**src/design/cts_pkg.sv**
```systemverilog
`timescale 1ns / 1ps
// ----------------------------------------------------------------------------
// cts_pkg - shared types and codes for the charstring token splitter
// Type 2 charstring lead byte codes, limits and the token result record.
// ----------------------------------------------------------------------------
package cts_pkg;

    // Limits
    localparam int unsigned MAX_HINTS         = 96;
    localparam int unsigned SHORT_TOKEN_BYTES = 4;
    localparam int unsigned STACK_MAX         = 63;

    // Field widths
    localparam int unsigned BYTE_W  = 8;
    localparam int unsigned LEN_W   = 4;
    localparam int unsigned WORD_W  = 32;
    localparam int unsigned ACCUM_W = 24;
    localparam int unsigned HINT_W  = 7;
    localparam int unsigned STACK_W = 6;

    // Operator leads
    localparam logic [7:0] OP_HSTEM     = 8'd1;
    localparam logic [7:0] OP_VSTEM     = 8'd3;
    localparam logic [7:0] OP_ESCAPE    = 8'd12;
    localparam logic [7:0] OP_HSTEMHM   = 8'd18;
    localparam logic [7:0] OP_HINTMASK  = 8'd19;
    localparam logic [7:0] OP_CNTRMASK  = 8'd20;
    localparam logic [7:0] OP_VSTEMHM   = 8'd23;

    // Operand leads
    localparam logic [7:0] LEAD_SHORTINT = 8'd28;
    localparam logic [7:0] LEAD_ONE_MIN  = 8'd32;
    localparam logic [7:0] LEAD_TWO_MIN  = 8'd247;
    localparam logic [7:0] LEAD_FIXED    = 8'd255;

    // One emitted token
    typedef struct packed {
        logic [LEN_W-1:0]  token_len;
        logic [BYTE_W-1:0] lead_byte;
        logic [WORD_W-1:0] packed_value;
        logic              is_operator;
        logic              charstring_end;
        logic              truncated;
    } tok_result_t;

    // Operator leads are all codes below 32 except the short integer lead
    function automatic logic lead_is_operator(input logic [7:0] b);
        return (b < LEAD_ONE_MIN) && (b != LEAD_SHORTINT);
    endfunction

endpackage

```
**src/design/cts_if.sv**
```systemverilog
`timescale 1ns / 1ps
// ----------------------------------------------------------------------------
// cts_if - stream channels of the charstring token splitter
// Byte channel into the block and token channel out of it, valid/ready.
// ----------------------------------------------------------------------------
interface cts_in_if;
    logic       valid;
    logic       ready;
    logic [7:0] data_byte;
    logic       last_in_charstring;

    modport source (output valid, output data_byte, output last_in_charstring, input ready);
    modport sink   (input valid, input data_byte, input last_in_charstring, output ready);
endinterface

interface cts_out_if;
    logic        valid;
    logic        ready;
    logic [3:0]  token_len;
    logic [7:0]  lead_byte;
    logic [31:0] packed_value;
    logic        is_operator;
    logic        charstring_end;
    logic        truncated;

    modport source (
        output valid, output token_len, output lead_byte, output packed_value,
        output is_operator, output charstring_end, output truncated, input ready
    );
    modport sink (
        input valid, input token_len, input lead_byte, input packed_value,
        input is_operator, input charstring_end, input truncated, output ready
    );
endinterface

```
**src/design/cts_core.sv**
```systemverilog
`timescale 1ns / 1ps
// ----------------------------------------------------------------------------
// cts_core - tokenizer state and per-byte step
// Holds the token and hint/stack state, works out one byte per fire and
// flags when a token is complete or cut off by the end of the charstring.
// ----------------------------------------------------------------------------
module cts_core (
    input  logic                clk,
    input  logic                rst_n,
    input  logic                fire,
    input  logic [7:0]          data_byte,
    input  logic                cs_last,
    output logic                emit,
    output cts_pkg::tok_result_t result
);

    logic [3:0]  bytes_left_reg, bytes_left_next;
    logic [3:0]  seen_reg, seen_next;
    logic [7:0]  lead_reg, lead_next;
    logic [23:0] accum_reg, accum_next;
    logic [6:0]  hint_reg, hint_next;
    logic [5:0]  stack_reg, stack_next;

    logic        lead_op;
    logic        stem_op;
    logic        mask_op;
    logic [7:0]  hint_sum;
    logic [6:0]  hint_sat;
    logic [7:0]  mask_round;
    logic [3:0]  len_m1;

    // Hint count after stems: saturating add of half the stack
    always_comb
    begin
        lead_op  = cts_pkg::lead_is_operator(data_byte);
        mask_op  = (data_byte == cts_pkg::OP_HINTMASK) || (data_byte == cts_pkg::OP_CNTRMASK);
        stem_op  = lead_op && (mask_op
                   || (data_byte == cts_pkg::OP_HSTEM)   || (data_byte == cts_pkg::OP_VSTEM)
                   || (data_byte == cts_pkg::OP_HSTEMHM) || (data_byte == cts_pkg::OP_VSTEMHM));
        hint_sum = {1'b0, hint_reg} + {3'b000, stack_reg[5:1]};
        if (hint_sum > 8'(cts_pkg::MAX_HINTS))
            hint_sat = 7'(cts_pkg::MAX_HINTS);
        else
            hint_sat = hint_sum[6:0];
        mask_round = {1'b0, hint_sat} + 8'd7;
    end

    // Bytes owed after the lead
    always_comb
    begin
        len_m1 = 4'd0;
        if (lead_op)
        begin
            if (data_byte == cts_pkg::OP_ESCAPE)
                len_m1 = 4'd1;
            else if (mask_op)
                len_m1 = mask_round[6:3];
        end
        else
        begin
            priority if (data_byte == cts_pkg::LEAD_SHORTINT)
                len_m1 = 4'd2;
            else if (data_byte < cts_pkg::LEAD_TWO_MIN)
                len_m1 = 4'd0;
            else if (data_byte < cts_pkg::LEAD_FIXED)
                len_m1 = 4'd1;
            else
                len_m1 = 4'd4;
        end
    end

    // Step: start a token or fill the open one
    always_comb
    begin
        lead_next  = lead_reg;
        hint_next  = hint_reg;
        stack_next = stack_reg;
        accum_next = accum_reg;
        seen_next  = seen_reg;
        if (bytes_left_reg == 4'd0)
        begin
            lead_next       = data_byte;
            seen_next       = 4'd1;
            accum_next      = {data_byte, 16'h0000};
            bytes_left_next = len_m1;
            if (stem_op)
                hint_next = hint_sat;
            if (lead_op)
                stack_next = '0;
            else if (stack_reg < 6'(cts_pkg::STACK_MAX))
                stack_next = stack_reg + 6'd1;
        end
        else
        begin
            unique case (seen_reg)
                4'd0:    accum_next = accum_reg | {data_byte, 16'h0000};
                4'd1:    accum_next = accum_reg | {8'h00, data_byte, 8'h00};
                4'd2:    accum_next = accum_reg | {16'h0000, data_byte};
                default: accum_next = accum_reg;
            endcase
            if (seen_reg < 4'd15)
                seen_next = seen_reg + 4'd1;
            bytes_left_next = bytes_left_reg - 4'd1;
        end
    end

    // Result record from the stepped state
    always_comb
    begin
        emit                  = (bytes_left_next == 4'd0) || cs_last;
        result.token_len      = seen_next;
        result.lead_byte      = lead_next;
        if (seen_next < 4'(cts_pkg::SHORT_TOKEN_BYTES))
            result.packed_value = {4'h0, seen_next, accum_next};
        else
            result.packed_value = {4'h0, seen_next, lead_next, 16'h0000};
        result.is_operator    = cts_pkg::lead_is_operator(lead_next);
        result.charstring_end = cs_last;
        result.truncated      = (bytes_left_next != 4'd0);
    end

    // Advance state; clear token on emit, hint/stack at charstring end
    always_ff @(posedge clk or negedge rst_n)
    begin
        if (!rst_n)
        begin
            bytes_left_reg <= '0;
            seen_reg       <= '0;
            lead_reg       <= '0;
            accum_reg      <= '0;
            hint_reg       <= '0;
            stack_reg      <= '0;
        end
        else if (fire)
        begin
            if (emit)
            begin
                bytes_left_reg <= '0;
                seen_reg       <= '0;
                lead_reg       <= '0;
                accum_reg      <= '0;
            end
            else
            begin
                bytes_left_reg <= bytes_left_next;
                seen_reg       <= seen_next;
                lead_reg       <= lead_next;
                accum_reg      <= accum_next;
            end
            if (cs_last)
            begin
                hint_reg  <= '0;
                stack_reg <= '0;
            end
            else
            begin
                hint_reg  <= hint_next;
                stack_reg <= stack_next;
            end
        end
    end

`ifndef SYNTH
    a_left_bound: assert property (@(posedge clk) disable iff (!rst_n)
        bytes_left_reg <= 4'd12)
        else $error("bytes owed exceed longest mask token");

    a_hint_bound: assert property (@(posedge clk) disable iff (!rst_n)
        hint_reg <= 7'(cts_pkg::MAX_HINTS))
        else $error("hint count above saturation limit");

    a_open_token: assert property (@(posedge clk) disable iff (!rst_n)
        (bytes_left_reg == 4'd0) == (seen_reg == 4'd0))
        else $error("open token bookkeeping out of step");

    a_end_clear: assert property (@(posedge clk) disable iff (!rst_n)
        fire && cs_last |=> (hint_reg == '0) && (stack_reg == '0) && (bytes_left_reg == '0))
        else $error("state not cleared at charstring end");
`endif

endmodule

```
**src/design/charstring_token_splitter_unit.sv**
```systemverilog
`timescale 1ns / 1ps
// ----------------------------------------------------------------------------
// charstring_token_splitter_unit - Type 2 charstring tokenizer
// Splits a charstring byte stream into operand and operator tokens.
// ----------------------------------------------------------------------------
// Usage:
//   char_bytes takes one charstring byte per beat, with last_in_charstring
//   on the final byte of each charstring. tokens gives one beat per finished
//   token: length, lead byte, packed value, operator flag, end and truncation.
//   A byte is accepted every cycle while tokens keeps up; a byte that does
//   not finish a token produces no beat. The byte lands in an input register,
//   is worked through the tokenizer step and its token is offered from the
//   result register. Throughput is set by the one-byte state update: one byte
//   per cycle while tokens keeps up. When tokens stalls, the result register
//   holds its beat and the input register holds one more byte; char_bytes
//   drops ready only when both are full. Reset clears all token, hint and
//   stack state and empties both registers; the end of each charstring
//   clears the same state.
// ----------------------------------------------------------------------------
module charstring_token_splitter_unit (
    input  logic      clk,
    input  logic      rst_n,
    cts_in_if.sink    char_bytes,
    cts_out_if.source tokens
);

    logic                 in_valid_reg, in_valid_next;
    logic [7:0]           in_byte_reg;
    logic                 in_last_reg;
    logic                 out_valid_reg, out_valid_next;
    cts_pkg::tok_result_t out_data_reg;

    logic                 out_free;
    logic                 advance;
    logic                 in_take;
    logic                 emit;
    cts_pkg::tok_result_t step_result;

    // Handshake: drain input register when result register can take a beat
    always_comb
    begin
        out_free         = !out_valid_reg || tokens.ready;
        advance          = in_valid_reg && out_free;
        char_bytes.ready = !in_valid_reg || advance;
        in_take          = char_bytes.valid && char_bytes.ready;
        in_valid_next    = in_take || (in_valid_reg && !advance);
        out_valid_next   = (advance && emit) || (out_valid_reg && !tokens.ready);
    end

    cts_core u_core (
        .clk       (clk),
        .rst_n     (rst_n),
        .fire      (advance),
        .data_byte (in_byte_reg),
        .cs_last   (in_last_reg),
        .emit      (emit),
        .result    (step_result)
    );

    // Valid flags
    always_ff @(posedge clk or negedge rst_n)
    begin
        if (!rst_n)
        begin
            in_valid_reg  <= 1'b0;
            out_valid_reg <= 1'b0;
        end
        else
        begin
            in_valid_reg  <= in_valid_next;
            out_valid_reg <= out_valid_next;
        end
    end

    // Payload registers
    always_ff @(posedge clk)
    begin
        if (in_take)
        begin
            in_byte_reg <= char_bytes.data_byte;
            in_last_reg <= char_bytes.last_in_charstring;
        end
        if (advance && emit)
            out_data_reg <= step_result;
    end

    // Drive token channel
    assign tokens.valid          = out_valid_reg;
    assign tokens.token_len      = out_data_reg.token_len;
    assign tokens.lead_byte      = out_data_reg.lead_byte;
    assign tokens.packed_value   = out_data_reg.packed_value;
    assign tokens.is_operator    = out_data_reg.is_operator;
    assign tokens.charstring_end = out_data_reg.charstring_end;
    assign tokens.truncated      = out_data_reg.truncated;

endmodule
```
**src/flat_wrapper.sv**
```systemverilog
// flat-port wrapper written by rule: the top's interface ports become plain ports
module charstring_token_splitter_unit_flat 
  (clk, rst_n, char_bytes_valid, char_bytes_data_byte, char_bytes_last_in_charstring, char_bytes_ready, tokens_valid, tokens_token_len, tokens_lead_byte, tokens_packed_value, tokens_is_operator, tokens_charstring_end, tokens_truncated, tokens_ready);
  cts_in_if char_bytes_i ();
  cts_out_if tokens_i ();
  input  logic clk;
  input  logic rst_n;
  input wire logic [$bits(char_bytes_i.valid)-1:0] char_bytes_valid;
  input wire logic [$bits(char_bytes_i.data_byte)-1:0] char_bytes_data_byte;
  input wire logic [$bits(char_bytes_i.last_in_charstring)-1:0] char_bytes_last_in_charstring;
  output wire logic [$bits(char_bytes_i.ready)-1:0] char_bytes_ready;
  output wire logic [$bits(tokens_i.valid)-1:0] tokens_valid;
  output wire logic [$bits(tokens_i.token_len)-1:0] tokens_token_len;
  output wire logic [$bits(tokens_i.lead_byte)-1:0] tokens_lead_byte;
  output wire logic [$bits(tokens_i.packed_value)-1:0] tokens_packed_value;
  output wire logic [$bits(tokens_i.is_operator)-1:0] tokens_is_operator;
  output wire logic [$bits(tokens_i.charstring_end)-1:0] tokens_charstring_end;
  output wire logic [$bits(tokens_i.truncated)-1:0] tokens_truncated;
  input wire logic [$bits(tokens_i.ready)-1:0] tokens_ready;
  assign char_bytes_i.valid = char_bytes_valid;
  assign char_bytes_i.data_byte = char_bytes_data_byte;
  assign char_bytes_i.last_in_charstring = char_bytes_last_in_charstring;
  assign char_bytes_ready = char_bytes_i.ready;
  assign tokens_valid = tokens_i.valid;
  assign tokens_token_len = tokens_i.token_len;
  assign tokens_lead_byte = tokens_i.lead_byte;
  assign tokens_packed_value = tokens_i.packed_value;
  assign tokens_is_operator = tokens_i.is_operator;
  assign tokens_charstring_end = tokens_i.charstring_end;
  assign tokens_truncated = tokens_i.truncated;
  assign tokens_i.ready = tokens_ready;
  charstring_token_splitter_unit u_core (.clk(clk), .rst_n(rst_n), .char_bytes(char_bytes_i), .tokens(tokens_i));
endmodule
```
**config.mk**
```make
export PLATFORM = sky130hd
export DESIGN_NAME = charstring_token_splitter_unit_flat
export DESIGN_NICKNAME = d
export VERILOG_FILES = /design/src/design/cts_pkg.sv /design/src/design/cts_if.sv /design/src/design/cts_core.sv /design/src/design/charstring_token_splitter_unit.sv /design/src/flat_wrapper.sv
export SDC_FILE = /design/constraint.sdc
export NUM_CORES = 1
export LEC_CHECK = 0
export BUFFER_PORTS_ARGS = -buffer_cell sky130_fd_sc_hd__buf_2
export CAP_MARGIN = 20
export CORE_UTILIZATION = 50
export DETAILED_ROUTE_END_ITERATION = 8
export PLACE_DENSITY = 0.66
export SYNTH_ARGS = -nofsm -noshare
export SYNTH_HDL_FRONTEND = slang
export SYNTH_HIERARCHICAL = 1
export SYNTH_SLANG_ARGS = --single-unit
```
**constraint.sdc**
```tcl
create_clock -name clk -period 10.3 [get_ports clk]
set_input_delay 0.515 -clock clk [delete_from_list [all_inputs] [get_ports clk]]
set_output_delay 0.515 -clock clk [all_outputs]
set_load 0.05 [all_outputs]
```
==> results_dict.tcl, run 1 <==
set metrics [dict create \
    drt_iter0_drc 189 \
    total_power_mw 1.80 \
    max_cap_violations 0 \
    place_ws_ns 6.33 \
    synth-edff-count 56 \
    antenna_found_initial 0 \
    antenna_left 0 \
    drc 0 \
    synth_area_leader_cell "edfxtp_1" \
    wirelength_mm 10.8 \
    cts_resized 0 \
    grt_max_degree 56 \
    max_slew.worst_pin.slew_ns 0.852 \
    clock-sinks 111 \
    die_w_um 106 \
    finalSetupTns_ns 0 \
    post-cts-setup-buffers 0 \
    grt_remaining_overflow 0 \
    hold_viol_final 0 \
    grt_util_met1_pct 28.6 \
    cts_max_level 3 \
    crit_family "simple AND/OR/NAND/NOR gates" \
    wl_per_cell_um 16.3 \
    hold_path.class "primary input to async pin" \
    start_util_pct 51.9 \
    largest_register_ff_count 32 \
    numPortBuffers 61 \
    ir_drop_uv 155 \
    synth_top_area_share_pct 31.2 \
    synth_commonest_cells "edfxtp_1 (56), dfrtp_1 (55), nor2_1 (47)" \
    rsz0062_at_grt "no" \
    cp_slowest_cell "fa_1" \
    crit_path_max_incr_delay_ns 0.47 \
    start_kind "flop" \
    critical_path_class "flop to flop" \
    synth_top_flop_cell "edfxtp_1" \
    synth_seq_cells 111 \
    cts_tree "built" \
    grt_pass1_wl_mm 17.8 \
    cp_data_arrival_time_ns 4.02 \
    cts_hold_buf 0 \
    drt-pass1-iter-count 4 \
    async_flop_share_pct 49.5 \
    grt.busiest_layer "met2" \
    grt_usage_pct 20.3 \
    ys_types 72 \
    nNetsFinal 547 \
    fp.dieH_um 106 \
    endpoint_kind "flop" \
    dp_hpwl_mm 7.41 \
    synth.most_common_cell "edfxtp_1" \
    p_leak_nw 2.59 \
    setup_viol 0 \
    n_fill_cell 919 \
    ys_top_cells_by_area "edfxtp_1 (31%), dfrtp_1 (26%), a21oi_1 (3.8%), nor2_1 (3.3%), ha_1 (2.6%)" \
    grtUsageMet2_pct 32.3 \
    setup_ws_ns 6.30 \
    synth.yosys.seq_area_share_pct 56.8 \
    ys_warn_count 6 \
    place.gp.congestion 0.898 \
    slew_violations 0 \
    path_buf_inv 1 \
    io_pins 62 \
    timing.fmax_mhz 250 \
    cts_buffers 9 \
    status "finished clean" \
    layout-drive-gt1-share_pct 18.4 \
    syn_avg_cell_area_um2 11.3 \
    die-area_um2 11200 \
    clk_pin_slew_worst_paths_ns 0.11 \
    syn_area_um2 5380 \
    clockBufferDepth 2 \
    use_met3_pct 3.59 \
    n_antenna_cell 0 \
    grt_pass1_vias 3568 \
    clk_latency_ns 0.38 \
    slew_headroom_pct 43.2 \
    fin_crit_ns 4.00 \
    r2r_slack_ns 6.30 \
    finalCritPeriodShare_pct 38.9 \
    area_growth_pct 10.5 \
    vias_per_cell 5.68 \
    path_max_fanout 47 \
    cts_root_buffer "clkbuf_8" \
    fp.coreArea_um2 10400 \
    fin_util_pct 57.3 \
    synthCells 476 \
    powerDensity_nw_per_um2 303 \
    path_cells "ha_1 -> fa_1 -> a211oi_1 -> nor3b_2 -> nor4b_1 -> and2_1 -> o211ai_2 -> and4b_4 -> or2_2 -> nand2_1 -> nor2b_4 -> buf_4" \
    fin_skew_ns 0.0130 \
    cp.required_ns 10.32 \
    num_vias 3766 \
    row_count 37 \
]
## per-stage QoR
stage               area [um2]  std cells  hold WS, ns
floorplan                 5390        479        0.219
global placement          5720        647        0.473
detailed placement        5720        647        0.482
CTS                       5940        663        0.296
global route              5940        663        0.293
finish                    5940        663        0.267
## routing by layer
| metal | wire length, um | up-vias |
|---|---|---|
| li1 | - | 1823 |
| met1 | 5070 | 1821 |
| met2 | 5070 | 105 |
| met3 | 479 | 17 |
| met4 | 177 | 0 |
| met5 | 0 | - |
## report_power, final
group | switching, mW | leakage [nW] | internal, mW | total (mW)
sequential | 0.0751 | 1.27 | 0.638 | 0.713
clock | 0.161 | 0.109 | 0.121 | 0.282
combinational | 0.581 | 1.21 | 0.225 | 0.807
## cell families after synthesis
| kind of cell | count (synthesis) | synth area share, % |
|---|---|---|
| AOI/OAI and AO/OA | 125 | 16.3 |
| xor gates and xnor gates | 8 | 1.30 |
| adders and majority gates | 12 | 2.93 |
| buffers and inverters | 48 | 4.56 |
| DFF | 111 | 56.8 |
| muxes | 11 | 2.05 |
| other | 1 | 0.0697 |
| and+or+nand+nor | 160 | 16.0 |
## cells in the final DEF (no fill, tap or decap), drive strengths merged, types with 3 or more instances in the layout
cell type,n
mux2i,11
nand2,35
ha,11
a22oi,8
a31oi,3
o21ai,17
a22o,13
clkbuf,9
o211ai,3
inv,16
nand3,15
o22ai,3
conb,4
nor2b,4
nor3b,4
edfxtp,56
nand2b,4
a21oi,42
and2,8
xnor2,3
a32o,10
xor2,5
nor2,47
nand4,3
nor3,7
buf,67
dfrtp,55
a211oi,5
and3,3
and2b,16
## final timing paths
path / startpoint / endpoint / depth (start not counted)
worst max register to register: u_core/u_core/stack_reg[1]$_DFFE_PN0P_ / u_core/tokens.truncated$_DFFE_PP_ / 12
worst min-delay path: rst_n / u_core/u_core/accum_reg[15]$_DFFE_PN0P_ / 2
min in group clk: char_bytes_data_byte[5] / u_core/in_byte_reg[5]$_DFFE_PP_ / 1
max in group asynchronous: rst_n / u_core/u_core/accum_reg[19]$_DFFE_PN0P_ / 2
worst max-delay path: u_core/u_core/stack_reg[1]$_DFFE_PN0P_ / u_core/tokens.truncated$_DFFE_PP_ / 12
worst min register to register: u_core/u_core/accum_reg[16]$_DFFE_PN0P_ / u_core/u_core/accum_reg[16]$_DFFE_PN0P_ / 1
## cell type report
cell class	instances	area, um2	share of cell area (%)
tap	136	170	2.86
inverter	13	48.8	0.821
multi-input combinational	320	2100	35.3
clock buffer	9	124	2.08
sequential	111	3060	51.4
clock inverter	7	96.3	1.62
timing repair buffer	67	350	5.89
Power figures use the tool's default switching activity.
==> run 2, diff against run 1 <==
Settings changed: ABC_AREA set to 1.
Clock period 10.3 ns to 3.7 ns, I/O delays scaled along.
==> results_dict.tcl, run 2 <==
set metrics [dict create \
    status "finished clean" \
    grt_max_degree 56 \
    slew_headroom_pct 50.7 \
    ir_drop_uv 490 \
    p_leak_nw 3.00 \
    numPortBuffers 61 \
    num_vias 4394 \
    wl_per_cell_um 14.0 \
    syn_avg_cell_area_um2 8.73 \
    io_pins 62 \
    place.gp.congestion 0.982 \
    fp.dieH_um 107 \
    setup_viol 0 \
    dp_hpwl_mm 8.09 \
    crit_path_max_incr_delay_ns 0.43 \
    synth-edff-count 56 \
    clock-sinks 111 \
    synthCells 633 \
    min_to "u_core/in_valid_reg$_DFF_PN0_" \
    final_common_cell "nand2_1" \
    timing.fmax_mhz 301 \
    min_from "tokens_ready" \
    ff2ff_path_depth 22 \
    cts_tree "built" \
    total_power_mw 5.35 \
    ys_warn_count 6 \
    cp_slowest_cell "fa_1" \
    clk_latency_ns 0.37 \
    final_cell_area_um2 6260 \
    die_w_um 107 \
    fp.coreArea_um2 10800 \
    synth_top_flop_cell "edfxtp_1" \
    cts_buffers 9 \
    drt-pass1-iter-count 5 \
    hold_viol_final 0 \
    die-area_um2 11500 \
    multi_input_area_um2 1920 \
    synth_top_area_share_pct 30.4 \
    final_cells 845 \
    synth_area_leader_cell "edfxtp_1" \
    ys_top_cells_by_area "edfxtp_1 (30%), dfrtp_1 (25%), nand2_1 (11%), inv_1 (6.8%), nand3_1 (5.4%)" \
    layout-drive-gt1-share_pct 14.9 \
    critical_path_class "flop to flop" \
    antenna_left 0 \
    grt_remaining_overflow 0 \
    grt_usage_pct 22.4 \
    synth.yosys.seq_area_share_pct 55.4 \
    fin_skew_ns 0.00963 \
    final_cell_mix "nand2_1 (159), inv_1 (100), buf_2 (61), nand3_1 (60), edfxtp_1 (56)" \
    n_fill_cell 965 \
    cts_root_buffer "clkbuf_8" \
    antenna_found_initial 0 \
    grt_pass1_wl_mm 20.1 \
    path_cells "ha_1 -> fa_1 -> nand2_1 -> nand2_1 -> nand3_1 -> nand2_1 -> nand2_1 -> nand2_2 -> a21oi_4 -> o21ai_2 -> nand2_1 -> nand2_1 -> nand3_1 -> nand2_1 -> nand2_1 -> nand2_1 -> nor2_1 -> nand2_2 -> nand2_1 -> inv_1 -> nor2_4 -> buf_4" \
    cp_data_arrival_time_ns 3.38 \
    drt_iter0_drc 276 \
    holdPathStages 4 \
    crit-reg2reg-launch "u_core/u_core/stack_reg[1]$_DFFE_PN0P_" \
    area_growth_pct 13.3 \
    path_max_fanout 19 \
    syn_area_um2 5520 \
    finalCritPeriodShare_pct 89.8 \
    finalSetupTns_ns 0 \
    clk_pin_slew_worst_paths_ns 0.10 \
    synth_commonest_cells "nand2_1 (159), inv_1 (100), nand3_1 (60)" \
    n_antenna_cell 0 \
    synth_seq_cells 111 \
    clockBufferDepth 2 \
    async_flop_share_pct 49.5 \
    cp.required_ns 3.75 \
    holdWs_ns 0.0763 \
    hold_path.class "primary input to flop" \
    r2r_slack_ns 0.38 \
    rsz0062_at_grt "no" \
    endpoint_kind "flop" \
    synth.most_common_cell "nand2_1" \
    placedCellCount 818 \
    crit_top_cell "nand2_1" \
    regArea_um2 3060 \
    place_area_um2 5930 \
    wirelength_mm 11.8 \
    ys_types 36 \
    fin_crit_ns 3.32 \
    r2r-end "u_core/tokens.packed_value[11]$_DFFE_PP_" \
    start_util_pct 51.2 \
    largest_register_ff_count 32 \
    drc 0 \
    powerDensity_nw_per_um2 854 \
    nNetsFinal 725 \
    start_kind "flop" \
    row_count 38 \
    vias_per_cell 5.20 \
    post-cts-setup-buffers 0 \
    grt_pass1_vias 4259 \
    cts_max_level 3 \
    max_slew.worst_pin.slew_ns 0.740 \
    slew_violations 0 \
    max_cap_violations 0 \
]
run 2: changes by cell type after synthesis, moves of 6 or more:
cell / previous run / this run
nand2_1: 35 / 159
inv_1: 12 / 100
nand3_1: 15 / 60
o21ai_0: 15 / 32
and2b_1: 16 / 0
a22o_1: 13 / 0
mux2i_1: 11 / 0
a32o_1: 10 / 0
a22oi_1: 8 / 0
and2_1: 7 / 0
a21oi_1: 41 / 35
run 2: timing repair:
item,CTS,global route
hold endpoints to repair,65,0
endpoints found under the setup margin,0,20
gates resized for setup,0,1
hold buffers,11,0
run 2: worst max-delay path by stage:
stage,start,endpoint,slack [ns],depth (start not counted)
after CTS,u_core/u_core/stack_reg[1]$_DFFE_PN0P_,u_core/tokens.packed_value[28]$_DFFE_PP_,0.34,22
after floorplan,u_core/u_core/stack_reg[1]$_DFFE_PN0P_,u_core/tokens.charstring_end$_DFFE_PP_,0.13,20
after detailed placement,u_core/u_core/stack_reg[1]$_DFFE_PN0P_,u_core/tokens.packed_value[27]$_DFFE_PP_,0.36,22
final,u_core/u_core/stack_reg[1]$_DFFE_PN0P_,u_core/tokens.packed_value[11]$_DFFE_PP_,0.38,22
after global routing,u_core/u_core/stack_reg[1]$_DFFE_PN0P_,u_core/tokens.packed_value[10]$_DFFE_PP_,0.07,22
after global placement,u_core/u_core/stack_reg[1]$_DFFE_PN0P_,u_core/tokens.packed_value[28]$_DFFE_PP_,0.54,20
run 2: cell type report:
| cell class | instances | area share, % |
|---|---|---|
| Clock inverter | 7 | 1.54 |
| Timing Repair Buffer | 82 | 7.89 |
| Tap cell | 140 | 2.80 |
| Sequential cell | 111 | 48.8 |
| Multi-Input combinational cell | 391 | 30.7 |
| Inverter | 105 | 6.29 |
| Clock buffer | 9 | 1.98 |
run 2: critical path: cells and delay by family (launching register included):
family | cells | cell delay (ns)
DFF | 1 | 0.41
buffers and inverters | 2 | 0.36
adders and majority gates | 2 | 0.66
and+or+nand+nor | 16 | 1.27
AOI/OAI and AO/OA | 2 | 0.31
run 2: kinds of logic (layout without fill, tap and decap cells):
kind of cell | count (synthesis) | in the layout | share of synthesized area (%)
simple gates | 289 | 289 | 22.4
buf+inv | 134 | 203 | 10.3
flops | 111 | 111 | 55.4
compound gates | 81 | 81 | 8.20
fa+ha+maj | 12 | 12 | 2.85
xor+xnor | 5 | 5 | 0.793
other cells | 1 | 4 | 0.0679
run 2: through the flow:
stage	worst slack [ns]	util, %
after floorplan	0.126	-
after global placement	0.543	54.9
after detailed placement	0.362	54.9
after CTS	0.336	58.0
after global routing	0.0664	58.0
final	0.379	58.0
run 2: routing by layer:
layer | wire length, um | global-route usage, % | up-vias
met5 | 0 | 0 | -
li1 | - | - | 2164
met2 | 5640 | 35.4 | 155
met3 | 608 | 2.98 | 20
met4 | 242 | 10.2 | 0
met1 | 5320 | 30.8 | 2055
run 2: where the power goes:
group	total, mW	internal (mW)	leakage [nW]	switching (mW)
Clock	0.790	0.384	0.114	0.406
Sequential	1.95	1.77	1.28	0.187
Combinational	2.60	0.660	1.61	1.94
Total	5.35	2.81	3.00	2.53
==> run 3, diff against run 2 <==
Settings changed: ABC_AREA 1 to 0, CORE_UTILIZATION 50 to 31, PLACE_DENSITY 0.66 to 0.44.
==> results_dict.tcl, run 3 (same netlist as run 1, synthesis figures left out) <==
set metrics [dict create \
    fin_crit_ns 3.48 \
    largest_register_ff_count 32 \
    clk_latency_ns 0.36 \
    antenna_left 0 \
    finalSetupTns_ns 0 \
    place_ws_ns 0.0837 \
    clock-sinks 111 \
    status "finished clean" \
    place.gp.congestion 0.821 \
    final_cell_mix "buf_2 (61), edfxtp_1 (56), dfrtp_1 (55), nor2_1 (47), a21oi_1 (41)" \
    start_kind "flop" \
    grt_pass1_wl_mm 20.6 \
    n_antenna_cell 0 \
    wl_per_cell_um 16.8 \
    crit_path_max_incr_delay_ns 0.42 \
    io_pins 62 \
    cts_root_buffer "clkbuf_16" \
    cts_tree "built" \
    max_cap_violations 0 \
    clk_pin_slew_worst_paths_ns 0.08 \
    grt_remaining_overflow 0 \
    grt_max_degree 47 \
    numPortBuffers 61 \
    cp_slowest_cell "dfrtp_1" \
    cts_max_level 3 \
    timing.fmax_mhz 288 \
    slew_violations 0 \
    cp.required_ns 3.77 \
    cts_buffers 9 \
    fp.coreArea_um2 16800 \
    row_count 47 \
    path_max_fanout 23 \
    setup_viol 0 \
    clockBufferDepth 2 \
    num_vias 3888 \
    cp_data_arrival_time_ns 3.54 \
    start_util_pct 32.1 \
    fin_skew_ns 0.00937 \
    hold_viol_final 0 \
    powerDensity_nw_per_um2 846 \
    drt_iter0_drc 226 \
    dp_hpwl_mm 8.74 \
    path_cells "ha_1 -> fa_2 -> a211oi_2 -> nor3b_2 -> nor4b_2 -> and2_1 -> o211ai_2 -> and4b_4 -> or2_2 -> nand2_1 -> nor2b_4 -> clkbuf_16" \
    setup_ws_ns 0.225 \
    antenna_found_initial 0 \
    p_leak_nw 2.72 \
    final_common_cell "buf_2" \
    rsz0062_at_grt "no" \
    drc 0 \
    ir_drop_uv 463 \
    die-area_um2 17900 \
    hold_path.class "primary input to flop" \
    crit_family "simple AND/OR/NAND/NOR gates" \
    layout-drive-gt1-share_pct 20.3 \
    critical_path_class "flop to flop" \
    grt_pass1_vias 3842 \
    wirelength_mm 12.9 \
    nNetsFinal 566 \
    die_w_um 134 \
    slew_headroom_pct 38.5 \
    area_growth_pct 18.2 \
    fp.dieH_um 134 \
    drt-pass1-iter-count 4 \
    grt_usage_pct 15.1 \
    vias_per_cell 5.08 \
    path_buf_inv 1 \
    finalCritPeriodShare_pct 93.9 \
    endpoint_kind "flop" \
    max_slew.worst_pin.slew_ns 0.922 \
]
==> run 3: worst register-to-register path, cell delays in order, from the launching register on <==
cell	delay, ns
dfrtp_1	0.42
ha_1	0.26
fa_2	0.42
a211oi_2	0.26
nor3b_2	0.12
nor4b_2	0.33
and2_1	0.19
o211ai_2	0.10
and4b_4	0.38
or2_2	0.12
nand2_1	0.09
nor2b_4	0.23
clkbuf_16	0.25
==> run 3: path summary, 6_finish.rpt <==
path,start,endpoint,slack (ns),depth (start not counted)
worst min-delay path,char_bytes_valid,u_core/in_valid_reg$_DFF_PN0_,0.05,2
worst max register to register,u_core/u_core/stack_reg[1]$_DFFE_PN0P_,u_core/tokens.packed_value[13]$_DFFE_PP_,0.22,12
min in group asynchronous,rst_n,u_core/u_core/stack_reg[0]$_DFFE_PN0P_,0.49,2
worst max-delay path,u_core/u_core/stack_reg[1]$_DFFE_PN0P_,u_core/tokens.packed_value[13]$_DFFE_PP_,0.22,12
max in group asynchronous,rst_n,u_core/u_core/bytes_left_reg[3]$_DFFE_PN0P_,2.39,3
worst min register to register,u_core/u_core/hint_reg[3]$_DFFE_PN0P_,u_core/u_core/hint_reg[3]$_DFFE_PN0P_,0.49,2
==> run 3: layout make-up <==
type	count	area [um2]
Fill cell	1680	10400
Multi-Input combinational cell	320	2130
Inverter	13	48.8
Tap cell	220	275
Sequential cell	111	3060
Timing Repair Buffer	86	548
Clock buffer	10	229
Clock inverter	6	68.8
==> run 3: repair_timing <==
item	CTS	global route
gates resized for setup	0	3
hold buffers	10	0
endpoints found under the setup margin	0	46
hold endpoints to repair	46	0
setup buffers	0	0
==> run 3: stage by stage <==
step                      utilization [%]  hold slack (ns)  area (um2)  power (mW)  cells
final                                37.9           0.0452        6360        5.38    766
after CTS                            37.7           0.0244        6320        5.41    765
after global routing                 37.9           0.0561        6360        5.69    766
after detailed placement             35.3            0.363        5920        4.38    739
after floorplan                         -           -0.111        5410        3.80    479
after global placement               35.3            0.365        5920        4.36    739
==> run 3: report_power, final <==
part / leakage [nW] / switching (mW) / total (mW) / internal, mW
sequential: 1.27 / 0.195 / 1.97 / 1.78
combinational: 1.31 / 1.70 / 2.41 / 0.705
clock: 0.143 / 0.470 / 0.999 / 0.530
total: 2.72 / 2.37 / 5.38 / 3.01
==> run 3: layer usage <==
layer | GRT usage (%) | share of wire [%] | wire length, um
met1 | 20.0 | 46 | 5920
met2 | 24.5 | 47 | 6030
met3 | 2.47 | 5.7 | 735
met4 | 6.06 | 1.6 | 211
met5 | 0 | 0 | 0
